==> config.mk <==
export PLATFORM = sky130hd
export DESIGN_NAME = ssti_cell
export DESIGN_NICKNAME = d
export VERILOG_FILES = /design/src/sv/assert_macros.svh /design/src/sv/ssti_pkg.sv /design/src/sv/ssti_cell.sv
export SDC_FILE = /design/constraint.sdc
export NUM_CORES = 1
export LEC_CHECK = 0
export ABC_AREA = 1
export BUFFER_PORTS_ARGS = -buffer_cell sky130_fd_sc_hd__buf_2
export CELL_PAD_IN_SITES_DETAIL_PLACEMENT = 2
export CELL_PAD_IN_SITES_GLOBAL_PLACEMENT = 2
export CORE_MARGIN = 2
export CORE_UTILIZATION = 26
export DETAILED_ROUTE_END_ITERATION = 8
export GPL_TIMING_DRIVEN = 0
export PLACE_DENSITY = 0.94
export SETUP_SLACK_MARGIN = 0.1
export SKIP_LAST_GASP = 1
export SYNTH_ARGS = -nofsm -noshare
export SYNTH_HDL_FRONTEND = slang
export SYNTH_SLANG_ARGS = --single-unit
==> constraint.sdc <==
create_clock -name clk -period 5.89 [get_ports clk]
set_clock_uncertainty 0.1 [all_clocks]
set_input_delay 0.589 -clock clk [delete_from_list [all_inputs] [get_ports clk]]
set_output_delay 0.589 -clock clk [all_outputs]
set_load 0.01 [all_outputs]
==> src/sv/assert_macros.svh <==
// Assertion macros shared by the sorted-set RTL.
// No dependencies; files that check their logic include this header.
`ifndef ASSERT_MACROS_SVH
`define ASSERT_MACROS_SVH
`ifndef SYNTHESIS
`define SSTI_ASSERT(lbl, clk, rstn, prop, msg) \
  lbl: assert property (@(posedge clk) disable iff (!rstn) prop) else $error(msg);
`define SSTI_NEVER(lbl, clk, rstn, expr, msg) \
  lbl: assert property (@(posedge clk) disable iff (!rstn) !(expr)) else $error(msg);
`else
`define SSTI_ASSERT(lbl, clk, rstn, prop, msg)
`define SSTI_NEVER(lbl, clk, rstn, expr, msg)
`endif
`endif

==> src/sv/ssti_pkg.sv <==
// Types and constants for the sorted-set toggle core.
// No dependencies; used by ssti_cell and sorted_set_toggle_insert_core.
package ssti_pkg;

  localparam int DATA_W    = 32;
  localparam int ACTION_W  = 2;
  localparam int POS_OUT_W = 6;
  localparam int CNT_OUT_W = 7;

  typedef enum logic [ACTION_W-1:0] {
    ACT_INSERTED = 2'd0,
    ACT_REMOVED  = 2'd1,
    ACT_REJECTED = 2'd2
  } action_t;

  typedef enum logic [1:0] {
    S_IDLE,
    S_CMP,
    S_UPD
  } state_t;

  // per-cycle command broadcast to every cell
  typedef struct packed {
    logic cmp;   // compare held word against the entry, latch flags
    logic ins;   // open a slot at the boundary and load the word
    logic rem;   // close the slot of the matching entry
  } cell_ctl_t;

endpackage

==> src/sv/ssti_cell.sv <==
// One slot of the sorted table: entry register plus compare flags.
// Depends on ssti_pkg; instantiated in a row by sorted_set_toggle_insert_core.
module ssti_cell #(
  parameter int CNT_W = 7,
  parameter int IDX   = 0
) (
  input  logic                             clk,
  input  ssti_pkg::cell_ctl_t              ctl,
  input  logic signed [ssti_pkg::DATA_W-1:0] value,
  input  logic [CNT_W-1:0]                 count,
  input  logic [ssti_pkg::DATA_W-1:0]      left_entry,
  input  logic                             left_lt,
  input  logic [ssti_pkg::DATA_W-1:0]      right_entry,
  output logic [ssti_pkg::DATA_W-1:0]      entry,
  output logic                             lt,
  output logic                             eq
);

  logic [ssti_pkg::DATA_W-1:0] entry_r;
  logic                        lt_r;
  logic                        eq_r;
  logic                        valid;

  assign valid = count > CNT_W'(IDX);

  always_ff @(posedge clk) begin
    if (ctl.cmp) begin
      lt_r <= valid && ($signed(entry_r) < value);
      eq_r <= valid && (entry_r == value);
    end
  end

  // slots at or past the boundary move; on insert the boundary slot takes the new word
  always_ff @(posedge clk) begin
    if (ctl.ins && !lt_r) begin
      entry_r <= left_lt ? value : left_entry;
    end else if (ctl.rem && !lt_r) begin
      entry_r <= right_entry;
    end
  end

  assign entry = entry_r;
  assign lt    = lt_r;
  assign eq    = eq_r;

endmodule

# Word level (Yosys, flattened, before mapping)

Index checks and enable logic that the tools add are counted.

$add $sub $neg: 0
$mul: 0
Div/mod/pow operators: 0
Order comparisons: 2
Eq/ne operators: 1
Shift operators: 0
Muxes and demuxes: 3
Bitwise logic cells: 0
Reduce and logical (&&, ||, !) cells: 6

Operators with widths:

| cell                 | number |
|---|---|
| $mux W32             | 3 |
| $eq A32 B32 Y1       | 1 |
| $lt A32 B32 Y1       | 1 |
| $gt A7 B1 Y1 const B | 1 |
| $logic_and A1 B1 Y1  | 4 |
| $reduce_bool A2 Y1   | 1 |
| $logic_not A1 Y1     | 1 |

Bits in registers: 34
Latch bits: 0
Memory bits (writable): 0
Memory bits (read-only): 0
Input bits: 108
Output and inout port bits: 34
Word-level logic and storage cells: 15
Memories kept: 0

# Longest topological paths before layout

Gate-level depths: netlist (run 1).

Word-level depth: 4
Mapped depth: 13
Mapped depth without buffers: 13

# Worst setup path after synthesis (run 1)

No wires, ideal clock.

Kind: input -> register
Start: in ctl[1] in the netlist's numbering
End: reg entry_r (netlist bit entry[0]), enable pin
Library setup time: 422 ps
Arrival time: 1987 ps
Required time: 5368 ps
Path slack: 3381 ps
Stages on the path: 2
Path buffers: 0
Cell sequence: nor2_1 > nor2_1

Cells in the longest elaborated chain, start to end: 2

Ends and longest elaborated chain:

| what                                | line            | text |
|---|---|---|
| from (decl)                         | ssti_cell.sv:8  | `input ssti_pkg::cell_ctl_t ctl,` |
| $logic_and A1 B1 Y1                 | ssti_cell.sv:35 | `if (ctl.ins && !lt_r) begin` |
| $reduce_bool A2 Y1 (no source line) | -               |  |
| to (signal assigned)                | ssti_cell.sv:36 | `entry_r <= left_lt ? value : left_entry;` |
| to (signal assigned)                | ssti_cell.sv:38 | `entry_r <= right_entry;` |
| to (decl)                           | ssti_cell.sv:19 | `logic [ssti_pkg::DATA_W-1:0] entry_r;` |

No other way between the ends.
A chain may end at the register's enable or synchronous reset.

# Worst setup path in the final report (run 1)

Start: reg entry_r (netlist bit entry[23])
End: reg lt_r (netlist: lt), data pin

Cells in the longest elaborated chain, start to end: 2

Ends and longest elaborated chain:

| what                 | line            | text |
|---|---|---|
| $lt A32 B32 Y1       | ssti_cell.sv:28 | `lt_r <= valid && ($signed(entry_r) < value);` |
| $logic_and A1 B1 Y1  | ssti_cell.sv:28 |  |
| to (signal assigned) | ssti_cell.sv:28 |  |
| to (decl)            | ssti_cell.sv:20 | `logic lt_r;` |

No other way between the ends.

==> impl_metrics.env, run 1 <==
export IMPL_status="finished clean"
export IMPL_dr_total_vias=2861
export IMPL_ir_worst_vdd_v=0.0000741
export IMPL_finalCritPeriodShare=0.331
export IMPL_syn_num_nets=476
export IMPL_drive_above_1_share=0.362
export IMPL_grt_pass1_vias=3399
export IMPL_clk_pin_slew_ps=80
export IMPL_synth_seq_area_share=0.386
export IMPL_ios=142
export IMPL_synthTopCellsByArea="edfxtp_1, ha_1, nand2_1"
export IMPL_grt_max_degree=18
export IMPL_min_from="ctl[2]"
export IMPL_drt_pre_antenna_iters=4
export IMPL_drt_iter0_markers=93
export IMPL_clock_sinks=34
export IMPL_vias_per_cell=4.64
export IMPL_hold_viol=0
export IMPL_place_congestion=0.736
export IMPL_start_kind="flop"
export IMPL_portBuffers=140
export IMPL_die_x_um=105
export IMPL_setup_worst_path_start="entry[23]"
export IMPL_yosysWarningCount=0
export IMPL_leakage_nw=1.89
export IMPL_fmax_ghz=0.513
export IMPL_final_cell_mix="buf_2, nand2_1, inv_1"
export IMPL_syn_area_sq_um=2640
export IMPL_slew_violations=0
export IMPL_ctsLongestPathBuffers=2
export IMPL_path_class="reg -> reg"
export IMPL_synth_cell_types=23
export IMPL_r2r_start="entry[23]"
export IMPL_rows=36
export IMPL_cts_buffers=5
export IMPL_wire_per_inst_um=16.3
export IMPL_ctsHoldBuffers=0
export IMPL_ys_ff_latch=34
export IMPL_cts_resized=0
export IMPL_n_antenna_cell=0
export IMPL_ant_nets=0
export IMPL_synth_largest_area_cell="edfxtp_1"
export IMPL_layout_commonest_cell="buf_2"
export IMPL_fin_hold_ws_ps=424
export IMPL_placed_area_sq_um=3550
export IMPL_coreArea_sq_um=9820
export IMPL_hold_class="in -> reg"
export IMPL_setup_viol=0
export IMPL_cts_tree="built"
export IMPL_grt_ovfl_total=0
export IMPL_area_delta_synth_final_pct=37.0
export IMPL_power_density_nw_per_um2=216
export IMPL_root_buffer="clkbuf_8"
export IMPL_cts_setup_buffers=0
export IMPL_place_hpwl_mm=8.62
export IMPL_fin_area_sq_um=3620
export IMPL_critPathArrivalTime_ps=1900
export IMPL_grt_pass1_wl_mm=16.4
export IMPL_die_area_sq_um=11000
export IMPL_final_util=0.369
export IMPL_end_kind="flop"
export IMPL_routed_wl_mm=10.0
export IMPL_min_period_ps=1950
export IMPL_tightest_slew_ps=560
export IMPL_clk_latency_ps=290
export IMPL_required_ps=5840
export IMPL_synthCells=336
export IMPL_cts_max_level=2
export IMPL_nFillCells=1220
export IMPL_drt_drc_violations_left=0
export IMPL_antenna_found_initial=0
export IMPL_max_slew_margin=0.626
export IMPL_start_util=0.269
export IMPL_die_h_um=105
export IMPL_synth_top_cell_area_share=0.386
export IMPL_max_cap_violations=0
export IMPL_nets=624
export IMPL_syn_avg_cell_area_sq_um=7.87
export IMPL_setup_tns_ps=0
export IMPL_rsz0062_at_grt="false"
export IMPL_critPathMaxFanout=2
export IMPL_track_usage=0.189
## synth_stat cells (all sizes together)
| library cell | number |
|---|---|
| nand2 | 105 |
| inv | 48 |
| nor2 | 48 |
| edfxtp | 34 |
| a31oi | 32 |
| ha | 32 |
| a21oi | 12 |
| buf | 11 |
| nand3 | 3 |
| a21o | 2 |
| clkbuf | 2 |
| nand4 | 2 |
| o21a | 2 |
| and3 | 1 |
| nor4 | 1 |
| o21ai | 1 |
## routing by layer
metal,GRT usage,routed length [um],up-vias
met5,0,0,-
met4,0.0400,63,0
met3,0.0393,490,5
met2,0.385,5560,90
met1,0.195,3910,1367
li1,-,-,1399
## critical path, stage by stage, from the launching register on
cell      delay, ps
edfxtp_1        420
ha_1            320
nand2_1          90
nor2_1          180
nand4_1         190
nor2_4          140
nand2_2          80
a21oi_1         130
nor2_1           60
## sequential cells by signal, summed over array words and instances (netlist names)
name / flops
lt: 1
entry: 32
eq: 1
## per-stage QoR
stage	setup WS, ps	cells	power [mW]
global placement	2430	609	0.592
CTS	3920	617	0.798
detailed placement	3640	610	0.622
floorplan	3380	336	0.485
global route	3810	617	0.839
finish	3940	617	0.782
## path summary, 6_finish.rpt
check / endpoint / cells after the start / slack (ps)
worst min register to register: entry[29] / 1 / 750
worst max register to register: lt / 8 / 3940
worst max-delay path: lt / 8 / 3940
worst min-delay path: lt / 1 / 420
## area by class of cell
type                            instances  area, sq um  share of cell area
Clock buffer                            7         76.3              0.0211
Timing Repair Buffer                  141          728               0.201
Tap cell                              133          166              0.0459
Inverter                               48          180              0.0497
Multi-Input combinational cell        241         1390               0.383
Sequential cell                        34         1020               0.282
Buffer                                 13         62.6              0.0173
## kinds of logic (layout without fill, tap and decap cells)
kind of cell	after synthesis	after routing	share of synthesized area
buffers and inverters	61	209	0.0918
AO/OA/AOI/OAI	49	49	0.116
flip-flops	34	34	0.386
adder cells (fa/ha/maj)	32	32	0.151
AND/OR/NAND/NOR	160	160	0.254
## report_power, final
| group | switching, mW | leakage [nW] | internal [mW] |
|---|---|---|---|
| Sequential | 0.0191 | 0.323 | 0.311 |
| Combinational | 0.163 | 1.53 | 0.116 |
| Clock | 0.0919 | 0.0383 | 0.0817 |
No activity file was read; power rests on OpenSTA's default activity.
==> run 2, diff against run 1 <==
--- a/config.mk
+++ b/config.mk
@@ -5,15 +5,15 @@
 export SDC_FILE = /design/constraint.sdc
 export NUM_CORES = 1
 export LEC_CHECK = 0
-export ABC_AREA = 1
+export ABC_AREA = 0
 export BUFFER_PORTS_ARGS = -buffer_cell sky130_fd_sc_hd__buf_2
 export CELL_PAD_IN_SITES_DETAIL_PLACEMENT = 2
 export CELL_PAD_IN_SITES_GLOBAL_PLACEMENT = 2
 export CORE_MARGIN = 2
-export CORE_UTILIZATION = 26
+export CORE_UTILIZATION = 22
 export DETAILED_ROUTE_END_ITERATION = 8
 export GPL_TIMING_DRIVEN = 0
-export PLACE_DENSITY = 0.94
+export PLACE_DENSITY = 0.83
 export SETUP_SLACK_MARGIN = 0.1
 export SKIP_LAST_GASP = 1
 export SYNTH_ARGS = -nofsm -noshare
==> constraint.sdc (replaced) <==
create_clock -name clk -period 1.6 [get_ports clk]
set_clock_uncertainty 0.1 [all_clocks]
set_input_delay 0.16 -clock clk [delete_from_list [all_inputs] [get_ports clk]]
set_output_delay 0.16 -clock clk [all_outputs]
set_load 0.01 [all_outputs]
==> run 2 against run 1 <==
Against the previous run: the run now ends with negative setup slack left; sequential power grew to 3.8 times the previous value; hold slack worse by 420 ps; first-iteration DRC count decreased by 32%; wire length fell by 2.6%; final area is 8.3% higher; synthesized cell count fell by 21%; setup slack worse by 4600 ps; via count down 7.3%; synthesized area down 4.0%; combinational power rose to 4.3 times the previous value; critical path type unchanged.
==> impl_metrics.env, run 2 <==
export IMPL_status="finished, violations left"
export IMPL_violations="negative setup slack"
export IMPL_drt_iter0_markers=63
export IMPL_drt_drc_violations_left=0
export IMPL_path_class="reg -> reg"
export IMPL_rows=39
export IMPL_leakage_nw=2.01
export IMPL_max_slew_margin=0.640
export IMPL_root_buffer="clkbuf_16"
export IMPL_ctsHoldBuffers=0
export IMPL_ctsLongestPathBuffers=2
export IMPL_clk_latency_ps=280
export IMPL_synthTopCellsByCount="nand2_1, edfxtp_1, inv_1"
export IMPL_pwr_share_clk=0.279
export IMPL_fmax_ghz=0.447
export IMPL_fin_total_pwr_mw=3.37
export IMPL_syn_avg_cell_area_sq_um=9.58
export IMPL_grt_pass1_vias=2962
export IMPL_min_from="ctl[2]"
export IMPL_ant_nets=0
export IMPL_final_cell_mix="buf_2, nand2_1, edfxtp_1"
export IMPL_antenna_found_initial=0
export IMPL_die_area_sq_um=12400
export IMPL_worstReg2RegEnd="lt"
export IMPL_pre_cts_slack_ps=-669
export IMPL_synthTopCellsByArea="edfxtp_1, ha_1, mux2i_1"
export IMPL_yosysMostFrequentCell="nand2_1"
export IMPL_slew_violations=0
export IMPL_min_period_ps=2240
export IMPL_instances_no_fill=575
export IMPL_area_delta_synth_final_pct=54.5
export IMPL_portBuffers=140
export IMPL_cts_max_level=2
export IMPL_n_antenna_cell=0
export IMPL_die_h_um=111
export IMPL_synth_edf_count=34
export IMPL_seq_power_share=0.367
export IMPL_setup_slack_ps=-639
export IMPL_end_kind="flop"
export IMPL_ir_worst_vdd_v=0.000440
export IMPL_die_x_um=111
export IMPL_vias_per_cell=4.61
export IMPL_track_usage=0.156
export IMPL_setup_viol=2
export IMPL_rsz0062_at_grt="true"
export IMPL_critPathMaxFanout=3
export IMPL_synth_ff_type="edfxtp_1"
export IMPL_critPathArrivalTime_ps=2170
export IMPL_swShare=0.318
export IMPL_dr_total_vias=2653
export IMPL_place_inst=548
export IMPL_routed_wl_mm=9.77
export IMPL_nets=571
export IMPL_cts_buffers=5
export IMPL_grt_max_degree=17
export IMPL_synth_cell_types=25
export IMPL_synth_largest_area_cell="edfxtp_1"
export IMPL_p_switching_mw=1.07
export IMPL_synth_top_cell_area_share=0.402
export IMPL_required_ps=1530
export IMPL_tightest_slew_ps=537
export IMPL_clk_pin_slew_ps=60
export IMPL_layout_commonest_cell="buf_2"
export IMPL_largest_register_ffs=32
export IMPL_ios=142
export IMPL_synth_seq_area_share=0.402
export IMPL_ys_ff_latch=34
export IMPL_reg2reg_slack_ps=-640
export IMPL_place_hpwl_mm=7.68
export IMPL_hold_depth=1
export IMPL_start_kind="flop"
export IMPL_drt_pre_antenna_iters=4
export IMPL_hold_viol=0
export IMPL_power_density_nw_per_um2=859
export IMPL_grt_pass1_wl_mm=15.2
export IMPL_drive_above_1_share=0.440
export IMPL_async_reset_ff_frac=0
export IMPL_syn_num_nets=405
export IMPL_r2r_start="entry[11]"
export IMPL_hold_class="in -> reg"
export IMPL_grt_ovfl_total=0
export IMPL_clock_sinks=34
export IMPL_place_congestion=0.799
export IMPL_nFillCells=1303
export IMPL_holdPathEnd="eq"
export IMPL_finalCritPeriodShare=1.40
export IMPL_coreArea_sq_um=11300
export IMPL_power_frac_comb=0.355
export IMPL_synthCells=265
export IMPL_reg2reg_depth=6
export IMPL_cts_tree="built"
export IMPL_max_cap_violations=0
export IMPL_start_util=0.224
export IMPL_internal_power_mw=2.30
export IMPL_syn_area_sq_um=2540
export IMPL_wire_per_inst_um=17.0
export IMPL_yosysWarningCount=0
-- run 2: stage by stage --
stage                     instance area [sq um]  utilization  setup TNS [ps]  hold slack [ps]
after floorplan                            2580            -            -557              172
after global placement                     3460        0.306          -15720              280
after detailed placement                   3460        0.306          -18390              289
after CTS                                  3830        0.338           -1030             1.55
after global routing                       3920        0.346           -1250             10.3
final                                      3920        0.346            -993             5.53
-- run 2: worst max-delay path, cell delays in order, from the launching register on --
cell and delay, ps:
edfxtp_1 430, ha_4 300, nand4_1 170, nor4_4 340, o21ai_1 130, a31oi_1 170, mux2_2 350
-- run 2: logic make-up after synthesis --
family	after synthesis	synth area share
adder cells (fa/ha/maj)	32	0.158
AND/OR/NAND/NOR	64	0.124
flip-flops	34	0.402
AO/OA/AOI/OAI	58	0.119
multiplexers	33	0.131
buffers and inverters	44	0.0665
-- run 2: worst max path at each step --
stage,startpoint,to,depth (start not counted)
CTS,entry[10],lt,6
finish,entry[11],lt,6
global route,entry[26],lt,6
global placement,entry[19],lt,6
detailed placement,entry[11],lt,6
floorplan,entry[31],lt,6
-- run 2: cell type report --
class	instances	area [sq um]	share of cell area
multi-input cells	188	1480	0.377
repair buffers	158	873	0.223
clock inverters	2	8.76	0.00223
flip-flops and latches	34	1020	0.260
plain buffers	11	109	0.0278
inverters	33	124	0.0316
clock buffers	6	129	0.0329
well taps	143	179	0.0456
-- run 2: power groups by stage --
stage	Clock (mW)	Combinational (mW)	Sequential (mW)
floorplan	0	0.467	1.29
global placement	0	0.939	1.24
detailed placement	0	0.997	1.25
CTS	0.977	1.15	1.24
global route	1.01	1.35	1.25
finish	0.939	1.20	1.24
-- run 2: layer usage --
metal	track usage	wire length, um	vias up
li1	-	-	1276
met1	0.178	3950	1290
met2	0.296	5250	79
met3	0.0283	454	8
met4	0.0436	108	0
met5	0	0	-
-- run 2: timing repair --
| item | 4_1_cts | 5_1_grt |
|---|---|---|
| hold endpoints to repair | 0 | 0 |
| pin swaps | 10 | 8 |
| resized for setup | 31 | 15 |
| buffers inserted | 11 | 9 |
| cloned | 1 | 0 |
| endpoints found under the setup margin | 66 | 34 |
==> run 3, diff against run 2 <==
--- a/config.mk
+++ b/config.mk
@@ -11,9 +11,10 @@
 export CELL_PAD_IN_SITES_GLOBAL_PLACEMENT = 2
 export CORE_MARGIN = 2
 export CORE_UTILIZATION = 22
+export CTS_BUF_LIST = sky130_fd_sc_hd__clkbuf_16
 export DETAILED_ROUTE_END_ITERATION = 8
 export GPL_TIMING_DRIVEN = 0
-export PLACE_DENSITY = 0.83
+export PLACE_DENSITY_LB_ADDON = 0.1
 export SETUP_SLACK_MARGIN = 0.1
 export SKIP_LAST_GASP = 1
 export SYNTH_ARGS = -nofsm -noshare
==> run 3 against run 2 <==
Against the previous run: the run still ends with negative setup slack left; via count is 4.7% lower; largest cell class unchanged; first-iteration DRC count is 43% lower; critical path depth stayed put; cell count is 2.1% lower; wire length is 6.2% lower; sequential cell count stayed put; die area stayed put; register-to-register slack hardly changed; sequential power hardly changed; combinational power is 7% lower; final area is 1.8% lower.
==> impl_metrics.env, run 3 (synthesis gave the netlist of run 2 again) <==
export IMPL_root_buffer="clkbuf_16"
export IMPL_max_cap_violations=0
export IMPL_ant_nets=0
export IMPL_ir_worst_vdd_v=0.000310
export IMPL_instances_no_fill=563
export IMPL_largest_register_ffs=32
export IMPL_hold_viol=0
export IMPL_ctsHoldBuffers=0
export IMPL_place_congestion=0.724
export IMPL_finalCritPeriodShare=1.40
export IMPL_cts_tree="built"
export IMPL_cts_max_level=2
export IMPL_seq_area_sq_um=1020
export IMPL_reg2reg_slack_ps=-630
export IMPL_portBuffers=140
export IMPL_rsz0062_at_grt="true"
export IMPL_layout_commonest_cell="buf_2"
export IMPL_cts_buffers=5
export IMPL_endpoint="lt"
export IMPL_routed_wl_mm=9.16
export IMPL_worstReg2RegEnd="lt"
export IMPL_end_kind="flop"
export IMPL_start_kind="flop"
export IMPL_setup_worst_path_start="entry[19]"
export IMPL_required_ps=1520
export IMPL_r2r_start="entry[19]"
export IMPL_vias_per_cell=4.49
export IMPL_fin_total_pwr_mw=3.26
export IMPL_clk_latency_ps=280
export IMPL_setup_viol=2
export IMPL_wire_per_inst_um=16.3
export IMPL_drt_iter0_markers=36
export IMPL_drive_above_1_share=0.424
export IMPL_nets=560
export IMPL_pre_cts_slack_ps=-677
export IMPL_critPathArrivalTime_ps=2150
export IMPL_multi_input_area_sq_um=1490
export IMPL_slew_violations=0
export IMPL_grt_max_degree=17
export IMPL_place_inst=548
export IMPL_clock_sinks=34
export IMPL_start_util=0.224
export IMPL_cp_cell_sequence="ha_4, and4_4, nor4bb_4, nor2_1, a31oi_1, mux2_2"
export IMPL_max_slew_margin=0.638
export IMPL_clk_pin_slew_ps=60
export IMPL_ctsLongestPathBuffers=2
export IMPL_grt_ovfl_total=0
export IMPL_hold_class="in -> reg"
export IMPL_nFillCells=1291
export IMPL_die_h_um=111
export IMPL_min_period_ps=2230
export IMPL_violations="negative setup slack"
export IMPL_tightest_slew_ps=541
export IMPL_grt_pass1_wl_mm=14.6
export IMPL_track_usage=0.148
export IMPL_die_area_sq_um=12400
export IMPL_antenna_found_initial=0
export IMPL_n_antenna_cell=0
export IMPL_reg2reg_depth=6
export IMPL_area_delta_synth_final_pct=51.7
export IMPL_die_x_um=111
export IMPL_fmax_ghz=0.448
export IMPL_dr_total_vias=2529
export IMPL_grt_pass1_vias=2905
export IMPL_fin_hold_ws_ps=10.5
export IMPL_drt_drc_violations_left=0
export IMPL_critPathMaxFanout=3
export IMPL_rows=39
export IMPL_status="finished, violations left"
export IMPL_ios=142
export IMPL_cp_slowest_cell="edfxtp_1"
export IMPL_coreArea_sq_um=11300
export IMPL_critPathMaxStageDelay_ps=440
export IMPL_leakage_nw=1.98
export IMPL_path_class="reg -> reg"
export IMPL_setup_slack_ps=-632
export IMPL_drt_pre_antenna_iters=4
export IMPL_final_util=0.340
export IMPL_power_density_nw_per_um2=847
export IMPL_place_hpwl_mm=7.12
export IMPL_final_cell_mix="buf_2, nand2_1, inv_1"
-- run 3: cell types whose count changed in the layout (fill, tap and decap cells not counted), sizes merged --
cell    previous run  this run
clkbuf             9        12
clkinv             2         0
inv               33        35
buf              166       151
-- run 3: critical path, delay by kind of cell, from the launching register on --
| family | cells | cell delay [ps] |
|---|---|---|
| muxes | 1 | 360 |
| DFF | 1 | 440 |
| adders and majority gates | 1 | 310 |
| AOI/OAI and AO/OA | 1 | 160 |
| and+or+nand+nor | 3 | 610 |
-- run 3: worst min-delay path by stage --
stage / startpoint / endpoint / slack, ps / cells after the start
after global placement: ctl[2] / eq / 290 / 1
final: ctl[2] / lt / 10 / 1
after global routing: ctl[2] / eq / 6 / 1
after CTS: ctl[2] / eq / 5 / 1
after floorplan: ctl[2] / eq / 170 / 0
after detailed placement: ctl[2] / eq / 290 / 1
-- run 3: power by group --
part           switching [mW]  internal [mW]  total (mW)
Clock                   0.365          0.557       0.922
Combinational           0.591          0.524        1.11
Sequential             0.0710           1.15        1.22
Total                    1.03           2.23        3.26
-- run 3: metal layers --
metal | track usage | share of wire | vias up
met5 | 0 | 0 | -
met4 | 0.0272 | 0.0067 | 0
met3 | 0.0338 | 0.059 | 5
met2 | 0.270 | 0.51 | 82
met1 | 0.179 | 0.43 | 1196
li1 | - | - | 1246
-- run 3: timing repair --
action / in CTS / in global routing
endpoints found under the setup margin: 66 / 34
gates resized for setup: 29 / 8
cloned: 1 / 0
setup buffers: 5 / 2
pin swaps: 4 / 4
-- run 3: area by class of cell --
type                    instances  area share
clock inverters                 2     0.00195
inverters                      33      0.0322
multi-input cells             188       0.387
clock buffers                   5      0.0325
flip-flops and latches         34       0.265
plain buffers                  11      0.0325
repair buffers                147       0.202
well taps                     143      0.0464
-- run 3: stage by stage --
| step | setup TNS (ps) | instance area (sq um) |
|---|---|---|
| after floorplan | -557 | 2580 |
| after global placement | -18680 | 3460 |
| after detailed placement | -21240 | 3460 |
| after CTS | -1120 | 3780 |
| after global routing | -1260 | 3850 |
| final | -1010 | 3850 |
